`config.mk`:
```
export PLATFORM = sky130hd
export DESIGN_NAME = artnet_dmx_packet_parser_flat
export DESIGN_NICKNAME = d
export VERILOG_FILES = /design/src/rtl/core/adp_pkg.sv /design/src/rtl/core/adp_req_if.sv /design/src/rtl/core/adp_rsp_if.sv /design/src/rtl/core/adp_front.sv /design/src/rtl/core/adp_queue.sv /design/src/rtl/core/adp_back.sv /design/src/rtl/core/artnet_dmx_packet_parser.sv /design/src/flat_wrapper.sv
export SDC_FILE = /design/constraint.sdc
export NUM_CORES = 1
export LEC_CHECK = 0
export BUFFER_PORTS_ARGS = -buffer_cell sky130_fd_sc_hd__buf_2
export CAP_MARGIN = 15
export CORE_UTILIZATION = 30
export CTS_CLUSTER_SIZE = 28
export DETAILED_ROUTE_END_ITERATION = 12
export SLEW_MARGIN = 15
export SYNTH_ARGS = -nofsm -noshare
export SYNTH_HDL_FRONTEND = slang
export SYNTH_SLANG_ARGS = --single-unit
```
`constraint.sdc`:
```
create_clock -name clock -period 8.98 [get_ports clock]
set_clock_uncertainty 0.1 [all_clocks]
set_input_delay 0 -clock clock [delete_from_list [all_inputs] [get_ports clock]]
set_output_delay 0 -clock clock [all_outputs]
set_load 0.02 [all_outputs]
```
`src/rtl/core/adp_pkg.sv`:
```
// Shared types, constants and helpers for the ArtDMX packet parser.
package adp_pkg;

   localparam int unsigned HDR_BYTES = 18;
   localparam int unsigned IDENT_BYTES = 8;
   localparam int unsigned POS_W = 17;
   localparam logic [POS_W-1:0] POS_MAX = {POS_W{1'b1}};
   localparam logic [15:0] ARTDMX_OPCODE = 16'h5000;
   localparam int unsigned QUEUE_DEPTH_DEFAULT = 4;

   typedef enum logic {
      KIND_DATA   = 1'b0,
      KIND_STATUS = 1'b1
   } kind_type;

   typedef enum logic [2:0] {
      VERDICT_OK        = 3'd0,
      VERDICT_SHORT     = 3'd1,
      VERDICT_BAD_ID    = 3'd2,
      VERDICT_BAD_OP    = 3'd3,
      VERDICT_TRUNCATED = 3'd4
   } verdict_type;

   typedef enum logic [1:0] {
      ERR_NONE   = 2'd0,
      ERR_IDENT  = 2'd1,
      ERR_OPCODE = 2'd2
   } err_type;

   typedef struct packed {
      logic        has_data;
      logic        has_status;
      logic [7:0]  dmx_byte;
      logic [15:0] dmx_index;
      verdict_type verdict;
      logic [7:0]  seq_number;
      logic [7:0]  phys_port;
      logic [15:0] universe_id;
      logic [15:0] data_length;
   } cmd_type;

   function automatic logic [7:0] ident_byte(input logic [2:0] idx);
      logic [7:0] val;
      unique case (idx)
         3'd0: val = 8'h41;
         3'd1: val = 8'h72;
         3'd2: val = 8'h74;
         3'd3: val = 8'h2D;
         3'd4: val = 8'h4E;
         3'd5: val = 8'h65;
         3'd6: val = 8'h74;
         3'd7: val = 8'h00;
         default: val = 8'h00;
      endcase
      return val;
   endfunction

endpackage

```
`src/rtl/core/adp_req_if.sv`:
```
// Input byte channel: valid/ready with one payload byte and an end flag.
interface adp_req_if;
   logic       valid;
   logic       ready;
   logic [7:0] byte_value;
   logic       packet_end;

   modport source(output valid, byte_value, packet_end, input ready);
   modport sink(input valid, byte_value, packet_end, output ready);
endinterface

```
`src/rtl/core/adp_rsp_if.sv`:
```
// Result channel: valid/ready with DMX data or end-of-packet status.
interface adp_rsp_if;
   logic        valid;
   logic        ready;
   logic        result_kind;
   logic [7:0]  dmx_byte;
   logic [15:0] dmx_index;
   logic [2:0]  verdict;
   logic [7:0]  seq_number;
   logic [7:0]  phys_port;
   logic [15:0] universe_id;
   logic [15:0] data_length;
   logic        run_end;

   modport source(output valid, result_kind, dmx_byte, dmx_index, verdict, seq_number,
                  phys_port, universe_id, data_length, run_end, input ready);
   modport sink(input valid, result_kind, dmx_byte, dmx_index, verdict, seq_number,
                phys_port, universe_id, data_length, run_end, output ready);
endinterface

```
`src/rtl/core/adp_front.sv`:
```
// Front end: tracks byte position, checks and captures the header, classifies each byte.
module adp_front (
   input  logic               clock,
   input  logic               reset,
   input  logic               accept,
   input  logic [7:0]         byte_value,
   input  logic               packet_end,
   output logic               push,
   output adp_pkg::cmd_type   push_cmd
);

   logic [adp_pkg::POS_W-1:0] pos_ff, pos_in;
   adp_pkg::err_type          err_ff, err_in;
   logic [7:0]                oplo_ff, oplo_in;
   logic [7:0]                seq_ff, seq_in;
   logic [7:0]                phys_ff, phys_in;
   logic [15:0]               univ_ff, univ_in;
   logic [15:0]               len_ff, len_in;

   logic [adp_pkg::POS_W-1:0] total;
   logic [adp_pkg::POS_W-1:0] data_off;
   logic [adp_pkg::POS_W-1:0] need;
   logic                      data_hit;
   adp_pkg::verdict_type      verdict;

   always_comb begin
      err_in  = err_ff;
      oplo_in = oplo_ff;
      seq_in  = seq_ff;
      phys_in = phys_ff;
      univ_in = univ_ff;
      len_in  = len_ff;
      data_off = pos_ff - adp_pkg::POS_W'(adp_pkg::HDR_BYTES);
      data_hit = 1'b0;
      priority if (pos_ff < adp_pkg::POS_W'(adp_pkg::IDENT_BYTES)) begin
         if (byte_value != adp_pkg::ident_byte(pos_ff[2:0]) && err_ff == adp_pkg::ERR_NONE)
            err_in = adp_pkg::ERR_IDENT;
      end else if (pos_ff == adp_pkg::POS_W'(8)) begin
         oplo_in = byte_value;
      end else if (pos_ff == adp_pkg::POS_W'(9)) begin
         if ({byte_value, oplo_ff} != adp_pkg::ARTDMX_OPCODE && err_ff == adp_pkg::ERR_NONE)
            err_in = adp_pkg::ERR_OPCODE;
      end else if (pos_ff == adp_pkg::POS_W'(12)) begin
         seq_in = byte_value;
      end else if (pos_ff == adp_pkg::POS_W'(13)) begin
         phys_in = byte_value;
      end else if (pos_ff == adp_pkg::POS_W'(14)) begin
         univ_in = {univ_ff[15:8], byte_value};
      end else if (pos_ff == adp_pkg::POS_W'(15)) begin
         univ_in = {byte_value, univ_ff[7:0]};
      end else if (pos_ff == adp_pkg::POS_W'(16)) begin
         len_in = {byte_value, len_ff[7:0]};
      end else if (pos_ff == adp_pkg::POS_W'(17)) begin
         len_in = {len_ff[15:8], byte_value};
      end else if (pos_ff >= adp_pkg::POS_W'(adp_pkg::HDR_BYTES)) begin
         data_hit = (err_ff == adp_pkg::ERR_NONE) && (data_off < {1'b0, len_ff});
      end else begin
         data_hit = 1'b0;
      end
   end

   assign total = (pos_ff == adp_pkg::POS_MAX) ? pos_ff : pos_ff + 1'b1;
   assign need  = adp_pkg::POS_W'(adp_pkg::HDR_BYTES) + {1'b0, len_in};

   always_comb begin
      priority if (total < adp_pkg::POS_W'(adp_pkg::HDR_BYTES))
         verdict = adp_pkg::VERDICT_SHORT;
      else if (err_in == adp_pkg::ERR_IDENT)
         verdict = adp_pkg::VERDICT_BAD_ID;
      else if (err_in == adp_pkg::ERR_OPCODE)
         verdict = adp_pkg::VERDICT_BAD_OP;
      else if (total < need)
         verdict = adp_pkg::VERDICT_TRUNCATED;
      else
         verdict = adp_pkg::VERDICT_OK;
   end

   always_comb begin
      push_cmd.has_data    = data_hit;
      push_cmd.has_status  = packet_end;
      push_cmd.dmx_byte    = byte_value;
      push_cmd.dmx_index   = data_off[15:0];
      push_cmd.verdict     = verdict;
      push_cmd.seq_number  = seq_in;
      push_cmd.phys_port   = phys_in;
      push_cmd.universe_id = univ_in;
      push_cmd.data_length = len_in;
   end

   assign push = accept && (data_hit || packet_end);

   always_ff @(posedge clock) begin
      if (reset || (accept && packet_end)) begin
         pos_ff  <= '0;
         err_ff  <= adp_pkg::ERR_NONE;
         oplo_ff <= '0;
         seq_ff  <= '0;
         phys_ff <= '0;
         univ_ff <= '0;
         len_ff  <= '0;
      end else if (accept) begin
         pos_ff  <= pos_in;
         err_ff  <= err_in;
         oplo_ff <= oplo_in;
         seq_ff  <= seq_in;
         phys_ff <= phys_in;
         univ_ff <= univ_in;
         len_ff  <= len_in;
      end
   end

   assign pos_in = total;

endmodule

```
`src/rtl/core/adp_queue.sv`:
```
// Short command queue between the front end and the result sequencer.
module adp_queue #(
   parameter int unsigned Depth = adp_pkg::QUEUE_DEPTH_DEFAULT
) (
   input  logic             clock,
   input  logic             reset,
   input  logic             push,
   input  adp_pkg::cmd_type push_cmd,
   output logic             full,
   input  logic             pop,
   output logic             head_valid,
   output adp_pkg::cmd_type head_cmd
);

   localparam int unsigned PtrW = (Depth > 1) ? $clog2(Depth) : 1;
   localparam int unsigned CntW = $clog2(Depth + 1);
   localparam logic [PtrW-1:0] PtrLast = PtrW'(Depth - 1);
   localparam logic [CntW-1:0] CntFull = CntW'(Depth);

   adp_pkg::cmd_type mem_ff [Depth];
   logic [PtrW-1:0]  wr_ptr_ff, wr_ptr_in;
   logic [PtrW-1:0]  rd_ptr_ff, rd_ptr_in;
   logic [CntW-1:0]  count_ff, count_in;
   logic             do_push, do_pop;

   assign full       = (count_ff == CntFull);
   assign head_valid = (count_ff != '0);
   assign head_cmd   = mem_ff[rd_ptr_ff];
   assign do_push    = push && !full;
   assign do_pop     = pop && head_valid;

   always_comb begin
      wr_ptr_in = wr_ptr_ff;
      rd_ptr_in = rd_ptr_ff;
      count_in  = count_ff;
      if (do_push)
         wr_ptr_in = (wr_ptr_ff == PtrLast) ? '0 : wr_ptr_ff + 1'b1;
      if (do_pop)
         rd_ptr_in = (rd_ptr_ff == PtrLast) ? '0 : rd_ptr_ff + 1'b1;
      if (do_push && !do_pop)
         count_in = count_ff + 1'b1;
      else if (do_pop && !do_push)
         count_in = count_ff - 1'b1;
   end

   always_ff @(posedge clock) begin
      if (reset) begin
         wr_ptr_ff <= '0;
         rd_ptr_ff <= '0;
         count_ff  <= '0;
      end else begin
         wr_ptr_ff <= wr_ptr_in;
         rd_ptr_ff <= rd_ptr_in;
         count_ff  <= count_in;
      end
   end

   always_ff @(posedge clock) begin
      if (do_push)
         mem_ff[wr_ptr_ff] <= push_cmd;
   end

endmodule

```
`src/rtl/core/adp_back.sv`:
```
// Result sequencer: expands each queued command into one or two registered results.
module adp_back (
   input  logic              clock,
   input  logic              reset,
   input  logic              head_valid,
   input  adp_pkg::cmd_type  head_cmd,
   output logic              pop,
   adp_rsp_if.source         rsp_ch
);

   typedef enum logic {
      PH_DATA,
      PH_STATUS
   } phase_type;

   adp_pkg::cmd_type cur_ff, cur_in;
   logic             valid_ff, valid_in;
   phase_type        phase_ff, phase_in;
   logic             taken, done, advance;

   assign taken   = valid_ff && rsp_ch.ready;
   assign done    = taken && (phase_ff == PH_STATUS || !cur_ff.has_status);
   assign advance = taken && phase_ff == PH_DATA && cur_ff.has_status;
   assign pop     = head_valid && (!valid_ff || done);

   always_comb begin
      cur_in   = cur_ff;
      valid_in = valid_ff;
      phase_in = phase_ff;
      priority if (pop) begin
         cur_in   = head_cmd;
         valid_in = 1'b1;
         phase_in = head_cmd.has_data ? PH_DATA : PH_STATUS;
      end else if (done) begin
         valid_in = 1'b0;
      end else if (advance) begin
         phase_in = PH_STATUS;
      end else begin
         valid_in = valid_ff;
      end
   end

   always_ff @(posedge clock) begin
      if (reset) begin
         valid_ff <= 1'b0;
         phase_ff <= PH_DATA;
      end else begin
         valid_ff <= valid_in;
         phase_ff <= phase_in;
      end
      cur_ff <= cur_in;
   end

   assign rsp_ch.valid       = valid_ff;
   assign rsp_ch.result_kind = (phase_ff == PH_STATUS) ? adp_pkg::KIND_STATUS
                                                       : adp_pkg::KIND_DATA;
   assign rsp_ch.dmx_byte    = (phase_ff == PH_STATUS) ? 8'd0 : cur_ff.dmx_byte;
   assign rsp_ch.dmx_index   = (phase_ff == PH_STATUS) ? 16'd0 : cur_ff.dmx_index;
   assign rsp_ch.verdict     = (phase_ff == PH_STATUS) ? cur_ff.verdict
                                                       : adp_pkg::VERDICT_OK;
   assign rsp_ch.seq_number  = cur_ff.seq_number;
   assign rsp_ch.phys_port   = cur_ff.phys_port;
   assign rsp_ch.universe_id = cur_ff.universe_id;
   assign rsp_ch.data_length = cur_ff.data_length;
   assign rsp_ch.run_end     = (phase_ff == PH_STATUS) || !cur_ff.has_status;

endmodule

```
`src/rtl/core/artnet_dmx_packet_parser.sv`:
```
// ArtDMX packet parser top level: front end, command queue and result sequencer.
//
// req_ch takes one UDP payload byte per item, packet_end marking the last
// byte. The front end checks the "Art-Net" identifier and opcode 0x5000,
// captures sequence, physical port, universe and length, and turns each
// byte into at most one command: a DMX data byte, an end-of-packet status,
// or both. rsp_ch returns the results; a data byte on the final byte comes
// out first, then the status, which carries run_end.
// Each result passes through the command queue and the output register.
// Throughput: one byte per cycle while the queue has room. A final data
// byte gives two results; the queue of QueueDepth commands absorbs this.
// req_ch.ready drops only when the queue is full, which happens when rsp_ch
// is stalled; bytes that produce no result still need a free slot.
// Reset clears the queue and the output register and puts the parser at
// the start of a packet.
module artnet_dmx_packet_parser #(
   parameter int unsigned QueueDepth = adp_pkg::QUEUE_DEPTH_DEFAULT
) (
   input  logic      clock,
   input  logic      reset,
   adp_req_if.sink   req_ch,
   adp_rsp_if.source rsp_ch
);

   logic             accept;
   logic             push;
   adp_pkg::cmd_type push_cmd;
   logic             full;
   logic             pop;
   logic             head_valid;
   adp_pkg::cmd_type head_cmd;

   assign req_ch.ready = !full;
   assign accept       = req_ch.valid && !full;

   adp_front u_front (
      .clock      (clock),
      .reset      (reset),
      .accept     (accept),
      .byte_value (req_ch.byte_value),
      .packet_end (req_ch.packet_end),
      .push       (push),
      .push_cmd   (push_cmd)
   );

   adp_queue #(
      .Depth (QueueDepth)
   ) u_queue (
      .clock      (clock),
      .reset      (reset),
      .push       (push),
      .push_cmd   (push_cmd),
      .full       (full),
      .pop        (pop),
      .head_valid (head_valid),
      .head_cmd   (head_cmd)
   );

   adp_back u_back (
      .clock      (clock),
      .reset      (reset),
      .head_valid (head_valid),
      .head_cmd   (head_cmd),
      .pop        (pop),
      .rsp_ch     (rsp_ch)
   );

endmodule

```
`src/flat_wrapper.sv`:
```
// flat-port wrapper written by rule: the top's interface ports become plain ports
module artnet_dmx_packet_parser_flat 
#(
   parameter int unsigned QueueDepth = adp_pkg::QUEUE_DEPTH_DEFAULT
)
  (clock, reset, req_ch_valid, req_ch_byte_value, req_ch_packet_end, req_ch_ready, rsp_ch_valid, rsp_ch_result_kind, rsp_ch_dmx_byte, rsp_ch_dmx_index, rsp_ch_verdict, rsp_ch_seq_number, rsp_ch_phys_port, rsp_ch_universe_id, rsp_ch_data_length, rsp_ch_run_end, rsp_ch_ready);
  adp_req_if req_ch_i ();
  adp_rsp_if rsp_ch_i ();
  input  logic clock;
  input  logic reset;
  input wire logic [$bits(req_ch_i.valid)-1:0] req_ch_valid;
  input wire logic [$bits(req_ch_i.byte_value)-1:0] req_ch_byte_value;
  input wire logic [$bits(req_ch_i.packet_end)-1:0] req_ch_packet_end;
  output wire logic [$bits(req_ch_i.ready)-1:0] req_ch_ready;
  output wire logic [$bits(rsp_ch_i.valid)-1:0] rsp_ch_valid;
  output wire logic [$bits(rsp_ch_i.result_kind)-1:0] rsp_ch_result_kind;
  output wire logic [$bits(rsp_ch_i.dmx_byte)-1:0] rsp_ch_dmx_byte;
  output wire logic [$bits(rsp_ch_i.dmx_index)-1:0] rsp_ch_dmx_index;
  output wire logic [$bits(rsp_ch_i.verdict)-1:0] rsp_ch_verdict;
  output wire logic [$bits(rsp_ch_i.seq_number)-1:0] rsp_ch_seq_number;
  output wire logic [$bits(rsp_ch_i.phys_port)-1:0] rsp_ch_phys_port;
  output wire logic [$bits(rsp_ch_i.universe_id)-1:0] rsp_ch_universe_id;
  output wire logic [$bits(rsp_ch_i.data_length)-1:0] rsp_ch_data_length;
  output wire logic [$bits(rsp_ch_i.run_end)-1:0] rsp_ch_run_end;
  input wire logic [$bits(rsp_ch_i.ready)-1:0] rsp_ch_ready;
  assign req_ch_i.valid = req_ch_valid;
  assign req_ch_i.byte_value = req_ch_byte_value;
  assign req_ch_i.packet_end = req_ch_packet_end;
  assign req_ch_ready = req_ch_i.ready;
  assign rsp_ch_valid = rsp_ch_i.valid;
  assign rsp_ch_result_kind = rsp_ch_i.result_kind;
  assign rsp_ch_dmx_byte = rsp_ch_i.dmx_byte;
  assign rsp_ch_dmx_index = rsp_ch_i.dmx_index;
  assign rsp_ch_verdict = rsp_ch_i.verdict;
  assign rsp_ch_seq_number = rsp_ch_i.seq_number;
  assign rsp_ch_phys_port = rsp_ch_i.phys_port;
  assign rsp_ch_universe_id = rsp_ch_i.universe_id;
  assign rsp_ch_data_length = rsp_ch_i.data_length;
  assign rsp_ch_run_end = rsp_ch_i.run_end;
  assign rsp_ch_i.ready = rsp_ch_ready;
  artnet_dmx_packet_parser #(.QueueDepth(QueueDepth)) u_core (.clock(clock), .reset(reset), .req_ch(req_ch_i), .rsp_ch(rsp_ch_i));
endmodule
```
# ---- Word level (Yosys, flattened, before mapping)
# Memory sizes are Yosys's and may differ from the RTL's. A register that Yosys moved wholly into a read port is not among the register bits.
# Index checks and enable logic that the tools add are counted.
dict set report word_totals {
  rom_bits 56
  register_bits 160
  out_inout_bits 79
  wordCells 150
  mem_count 2
  ramBits 308
}
# name words word_bits rd rd_ports_with_merged_regs write_ports line_no
set memory_table {}
lappend memory_table {u_core.u_queue.mem_ff 4 77 1 1 1 adp_queue.sv:20} ;# adp_pkg::cmd_type mem_ff [Depth];
lappend memory_table {{(no name shown)} 8 7 1 1 0 adp_pkg.sv:44} ;# unique case (idx)
dict set report op_classes {
  muxes 66
  n_eq_ne 17
  n_bitwise 2
  n_lt_le_gt_ge 5
  n_addsub 7
  reduce_logical 31
}
# operator n
set ops {}
lappend ops {{$mux W16} 16}
lappend ops {{$eq A17 B4 Y1 const B} 6}
lappend ops {{$mux W8} 12}
lappend ops {{$eq A17 B5 Y1 const B} 2}
lappend ops {{$mux W3} 9}
lappend ops {{$mux W1} 19}
lappend ops {{$mux W2} 9}
lappend ops {{$add A17 B1 Y17 const B} 1}
lappend ops {{$add A5 B16 Y17 const A} 1}
lappend ops {{$eq A17 B17 Y1 const B} 1}
lappend ops {{$ge A17 B5 Y1 const B} 1}
lappend ops {{$lt A17 B16 Y1} 1}
lappend ops {{$lt A17 B17 Y1} 1}
lappend ops {{$lt A17 B4 Y1 const B} 1}
lappend ops {{$lt A17 B5 Y1 const B} 1}
lappend ops {{$mux W17} 1}
lappend ops {{$sub A17 B5 Y17 const B} 1}
lappend ops {{$ne A16 B15 Y1 const B} 1}
lappend ops {{$logic_and A1 B1 Y1} 15}
lappend ops {{$ne A8 B8 Y1} 1}
lappend ops {{$eq A2 B2 Y1 const B} 3}
lappend ops {{$reduce_bool A2 Y1} 3}
lappend ops {{$logic_not A1 Y1} 5}
lappend ops {{$add A2 B1 Y2 const B} 2}
lappend ops {{other kinds (11)} 15}

# ---- Longest topological paths before layout
dict set report logic_depth {
  ltp_word 20
  mapped_depth 21
  mapped_depth_nobuf 20
}

# ---- By module
# A second synthesis with hierarchy kept.
dict set report hier_totals {
  cells_unflattened 1349
  area_unflattened_um2 20712.4
}
# module instances seq_area_each_um2 area_each_um2 cells_per_inst
set modules_own_cells {}
lappend modules_own_cells {adp_queue 1 9429.0 11606.1 453}
lappend modules_own_cells {adp_front 1 1641.6 6112.1 727}
lappend modules_own_cells {adp_back 1 2322.2 2984.1 167}
lappend modules_own_cells {artnet_dmx_packet_parser 1 0.0 10.0 2}

# ---- Least setup slack after synthesis
# OpenSTA, ideal clock, no wires.
dict set report synth_timing {
  path_kind {register -> register}
  startpoint {register u_core.u_back.phase_ff}
  endpoint {register u_core.u_queue.count_ff[2]}
  t_arrival_ns 6.240
  setup_ns 0.071
  n_path_buf 0
  slack_ns 2.569
  stages_incl_launch_ff 11
  synth_period_minus_slack_ns 6.411
  path_cell_list {dfxtp_1 > nand2b_1 > nand2_1 > a21oi_1 > inv_1 > ha_1 > inv_1 > fa_1 > xor2_1 > or3_1 > a21oi_1}
}
dict set report synth_between {
  elab_chain_cells 8
}
# item line_no
set synth_rtl {}
lappend synth_rtl {{from (decl)} adp_back.sv:18} ;# phase_type phase_ff, phase_in;
lappend synth_rtl {{from (signal assigned)} adp_back.sv:49} ;# phase_ff <= phase_in;
lappend synth_rtl {{$logic_or A1 B1 Y1 (*)} n/a}
lappend synth_rtl {{via rsp_ch_run_end} flat_wrapper.sv:24} ;# output wire logic [$bits(rsp_ch_i.run_end)-1:0] rsp_ch_run_end;
lappend synth_rtl {{$logic_and A1 B1 Y1 (*)} adp_back.sv:22} ;# assign done = taken && (phase_ff == PH_STATUS || !cur_ff.has_status);
lappend synth_rtl {{$logic_or A1 B1 Y1 (*)} adp_back.sv:24} ;# assign pop = head_valid && (!valid_ff || done);
lappend synth_rtl {{$logic_and A1 B1 Y1 (*)} adp_back.sv:24}
lappend synth_rtl {{via u_core.pop} artnet_dmx_packet_parser.sv:29} ;# logic pop;
lappend synth_rtl {{$logic_and A1 B1 Y1 (*)} adp_queue.sv:30} ;# assign do_pop = pop && head_valid;
lappend synth_rtl {{$logic_not A1 Y1} adp_queue.sv:40} ;# if (do_push && !do_pop)
lappend synth_rtl {{$logic_and A1 B1 Y1} adp_queue.sv:40}
lappend synth_rtl {{$mux W3 or $reduce_bool A2 Y1 (tied branches)} n/a}
lappend synth_rtl {{to (signal assigned)} adp_queue.sv:54} ;# count_ff <= count_in;
lappend synth_rtl {{to (decl)} adp_queue.sv:23} ;# logic [CntW-1:0] count_ff, count_in;
# Mark *: on every way through the listed nets, which the timed path passes. The rest lies on a longest branch.
# A chain may end at the register's enable or synchronous reset.

==> summary.txt <==
Outcome
  – Status: completed

Worst setup path
  – CP top delay family: simple AND/OR/NAND/NOR gates
  – CP max stage delay: 0.77 ns
  – CP max stage cell: or4_1
  – CP arrival: 5.89 ns
  – Worst Setup Start Kind: flip-flop
  – CP endpoint kind: flip-flop
  – Critical setup path kind: reg2reg
  – CP max FO: 16
  – Buf/Inv on CP: 0
  – Crit path cell chain: or4_1 > or4_4 > nor2_4 > nand2_1 > o21ai_0 > ha_1 > nand2_1 > nor3_1 > a31oi_1 > a211oi_1 > mux2i_1 > nor2_1 > ha_1 > a21oi_1 > nor2b_1 > o21ai_0 > o2111ai_1 > nor4b_1
  – Worst path required time: 9.18 ns

Timing
  – Final Hold Fails: 0
  – Final setup vio count: 0
  – Final Max Tran Viols: 0
  – Slew @ Worst Pin: 1.12 ns
  – Fmax: 176 MHz
  – RSZ-0062 raised after global routing: false
  – Final min period: 5.68 ns
  – Setup TNS: 0 ns
  – Max-slew headroom: 24.7%
  – Fin crit share: 63.3%

Global routing
  – GRT Overall Usage: 13.7%
  – Vias in the first global route: 11785
  – Initial antenna violation count: 3
  – Largest net degree at the start of global routing: 71
  – First-pass GRT wire length: 72700 um
  – Gr ovfl total: 0

Drt
  – DR vias: 11392
  – DR pass1 iterations: 7
  – Vias per inst: 4.87
  – WL per Instance: 20.1 um
  – Antenna Nets Post-Route: 0
  – DRT iter0 DRCs: 752
  – DRC: 0
  – Routed WL: 46900 um

Synth
  – Cell count after synthesis: 1384
  – Cell accounting for the most synthesized area: edfxtp_1
  – Asr flop ratio synth: 0%
  – #FFs+latches synth: 477
  – Post-Syn Area: 20400 um2
  – Count of cell types in the netlist: 61
  – Synth Flop Type: edfxtp_1
  – Ys Warns: 0
  – Post-synth top area share: 56.5%
  – Post-synthesis area per instance: 14.8 um2
  – Register area share after synthesis: 65.6%
  – Most common cell in the netlist: edfxtp_1
  – Synth area leaders: edfxtp_1 (56%), dfxtp_1 (9.1%), mux4_2 (8.5%)
  – Number of synthesized flops with an enable pin: 384
  – Syn Nets: 1451
  – Commonest cells in the netlist: edfxtp_1 (384), nor2_1 (99), nand2_1 (94), dfxtp_1 (93), mux4_2 (77)

Final layout
  – Post-route cell area: 23200 um2
  – Fill count: 6423
  – Layout cell share with drive strength beyond 1: 22.0%
  – Synth-to-Final Area Change: 13.7%
  – Layout Utilization: 34.5%
  – # nets final: 1494

Clocking
  – Worst skew pair latency: 0.61 ns
  – H-tree levels: 2
  – CTS tree: built
  – Clock sinks: 477
  – CTS resizes: 0
  – Clk buf depth: 3
  – Clock root buffer: clkbuf_16
  – Clock Pin Slew Worst Setup and Hold Paths: 0.06 ns
  – Cts bufs inserted: 47

Die
  – Die area: 69100 um2
  – Die H: 263 um
  – Die W: 263 um
  – # rows: 95
  – CORE AREA: 67300 um2
  – IO Count: 92
  – Initial Util: 30.4%

Power
  – Max IR drop VDD: 0.147 mV
  – Leakage: 7.65 nW
  – Cell Pwr Density: 269 nW/um2

Placement
  – Post-DP Area: 21400 um2
  – Routability cong.: 0.868
  – IO buf count: 91
  – DP HPWL: 29900 um

Flow run
  – Max-cap violation count: 0

Hold path
  – Path type of the worst min-delay path: in2reg
routing by layer:
layer  wire length (um)  global-route usage [%]  vias up
li1                   -                       -     5232
met1              21300                    18.3     5851
met2              22700                    22.8      239
met3               1750                    2.07       68
met4               1150                    4.33        2
met5                 14                       0        -
cells by family after synthesis:
kind of cell               after synthesis  share of synthesized area, %
and+or+nand+nor                        360                          8.95
adders and majority gates               54                          3.35
muxes                                  141                          11.8
AOI/OAI and AO/OA                      133                          4.05
buffers and inverters                  168                          4.04
DFF                                    477                          65.6
xor gates and xnor gates                51                          2.19
path summary, 6_finish.rpt:
kind	start	endpoint	slack (ns)	cells after the start
setup / recovery	u_core.u_front.pos_ff[10]$_SDFFE_PP0P_	u_core.u_queue.mem_ff[0][50]$_DFFE_PP_	3.30	18
hold / removal	reset	u_core.u_queue.count_ff[2]$_SDFFE_PP0P_	0.20	3
setup reg to reg	u_core.u_front.pos_ff[10]$_SDFFE_PP0P_	u_core.u_queue.mem_ff[0][50]$_DFFE_PP_	3.30	18
hold reg to reg	u_core.u_front.phys_ff[0]$_SDFFE_PP0P_	u_core.u_front.phys_ff[0]$_SDFFE_PP0P_	0.36	2
cell type report:
class	count	area, um2	area share [%]
flip-flops and latches	477	13400	57.7
multi-input cells	739	6230	26.8
clock inverters	23	249	1.07
diodes	2	5.00	0.0216
clock buffers	65	1390	5.97
repair buffers	115	678	2.92
inverters	47	176	0.760
well taps	873	1090	4.70
flip-flops by register name (all words and copies together), names as in the netlist, named ones only:
name and count:
u_core.u_back.phase_ff 1, u_core.u_back.rsp_ch.data_length 16, u_core.u_back.rsp_ch.universe_id 16, u_core.u_front.oplo_ff 8
u_core.u_front.err_ff 2, u_core.u_queue.wr_ptr_ff 2, u_core.u_front.seq_ff 8, u_core.u_queue.rd_ptr_ff 2
u_core.u_front.len_ff 16, u_core.u_queue.count_ff 3, u_core.u_front.phys_ff 8, u_core.u_back.rsp_ch.phys_port 8
u_core.u_front.univ_ff 16, u_core.u_back.cur_ff 28, u_core.u_front.pos_ff 17, u_core.u_queue.mem_ff 308
u_core.u_back.rsp_ch.seq_number 8, u_core.u_back.rsp_ch.valid 1
repair_timing:
item / 4_1_cts / 5_1_grt
endpoints found under the hold margin: 82 / 0
hold buffers: 12 / 0
setup buffers: 0 / 0
cells in the final DEF (no fill, tap or decap), drive strengths merged, types with 23 or more instances in the layout:
master	instances
dfxtp	93
nor3	30
a21oi	55
ha	53
edfxtp	384
xor2	28
inv	49
xnor2	23
mux4	77
buf	103
clkbuf	65
nor2b	27
mux2	36
nand2	94
mux2i	28
nor2	100
report_power, final:
part | switching, mW | internal (mW)
Combinational | 0.831 | 0.482
Sequential | 0.163 | 2.75
Clock | 0.871 | 1.16
stage by stage:
| stage | power, mW | worst slack [ns] | instances | hold slack, ns |
|---|---|---|---|---|
| 2_1_floorplan | 3.96 | 2.57 | 1384 | -0.00113 |
| 3_3_place_gp | 4.26 | 3.42 | 2238 | 0.234 |
| 3_5_place_dp | 4.28 | 3.25 | 2238 | 0.244 |
| 4_1_cts | 6.33 | 3.23 | 2338 | 0.179 |
| 5_1_grt | 6.53 | 2.78 | 2339 | 0.216 |
| 6_report | 6.25 | 3.30 | 2341 | 0.197 |
worst register-to-register path, delay by kind of cell (launching register included):
| family | cells | cell delay, ns |
|---|---|---|
| AND/OR/NAND/NOR | 9 | 2.79 |
| AO/OA/AOI/OAI | 6 | 1.15 |
| adder cells (fa/ha/maj) | 2 | 0.66 |
| flip-flops | 1 | 0.47 |
| multiplexers | 1 | 0.22 |
Note: power is estimated with default switching activity, not from simulation.
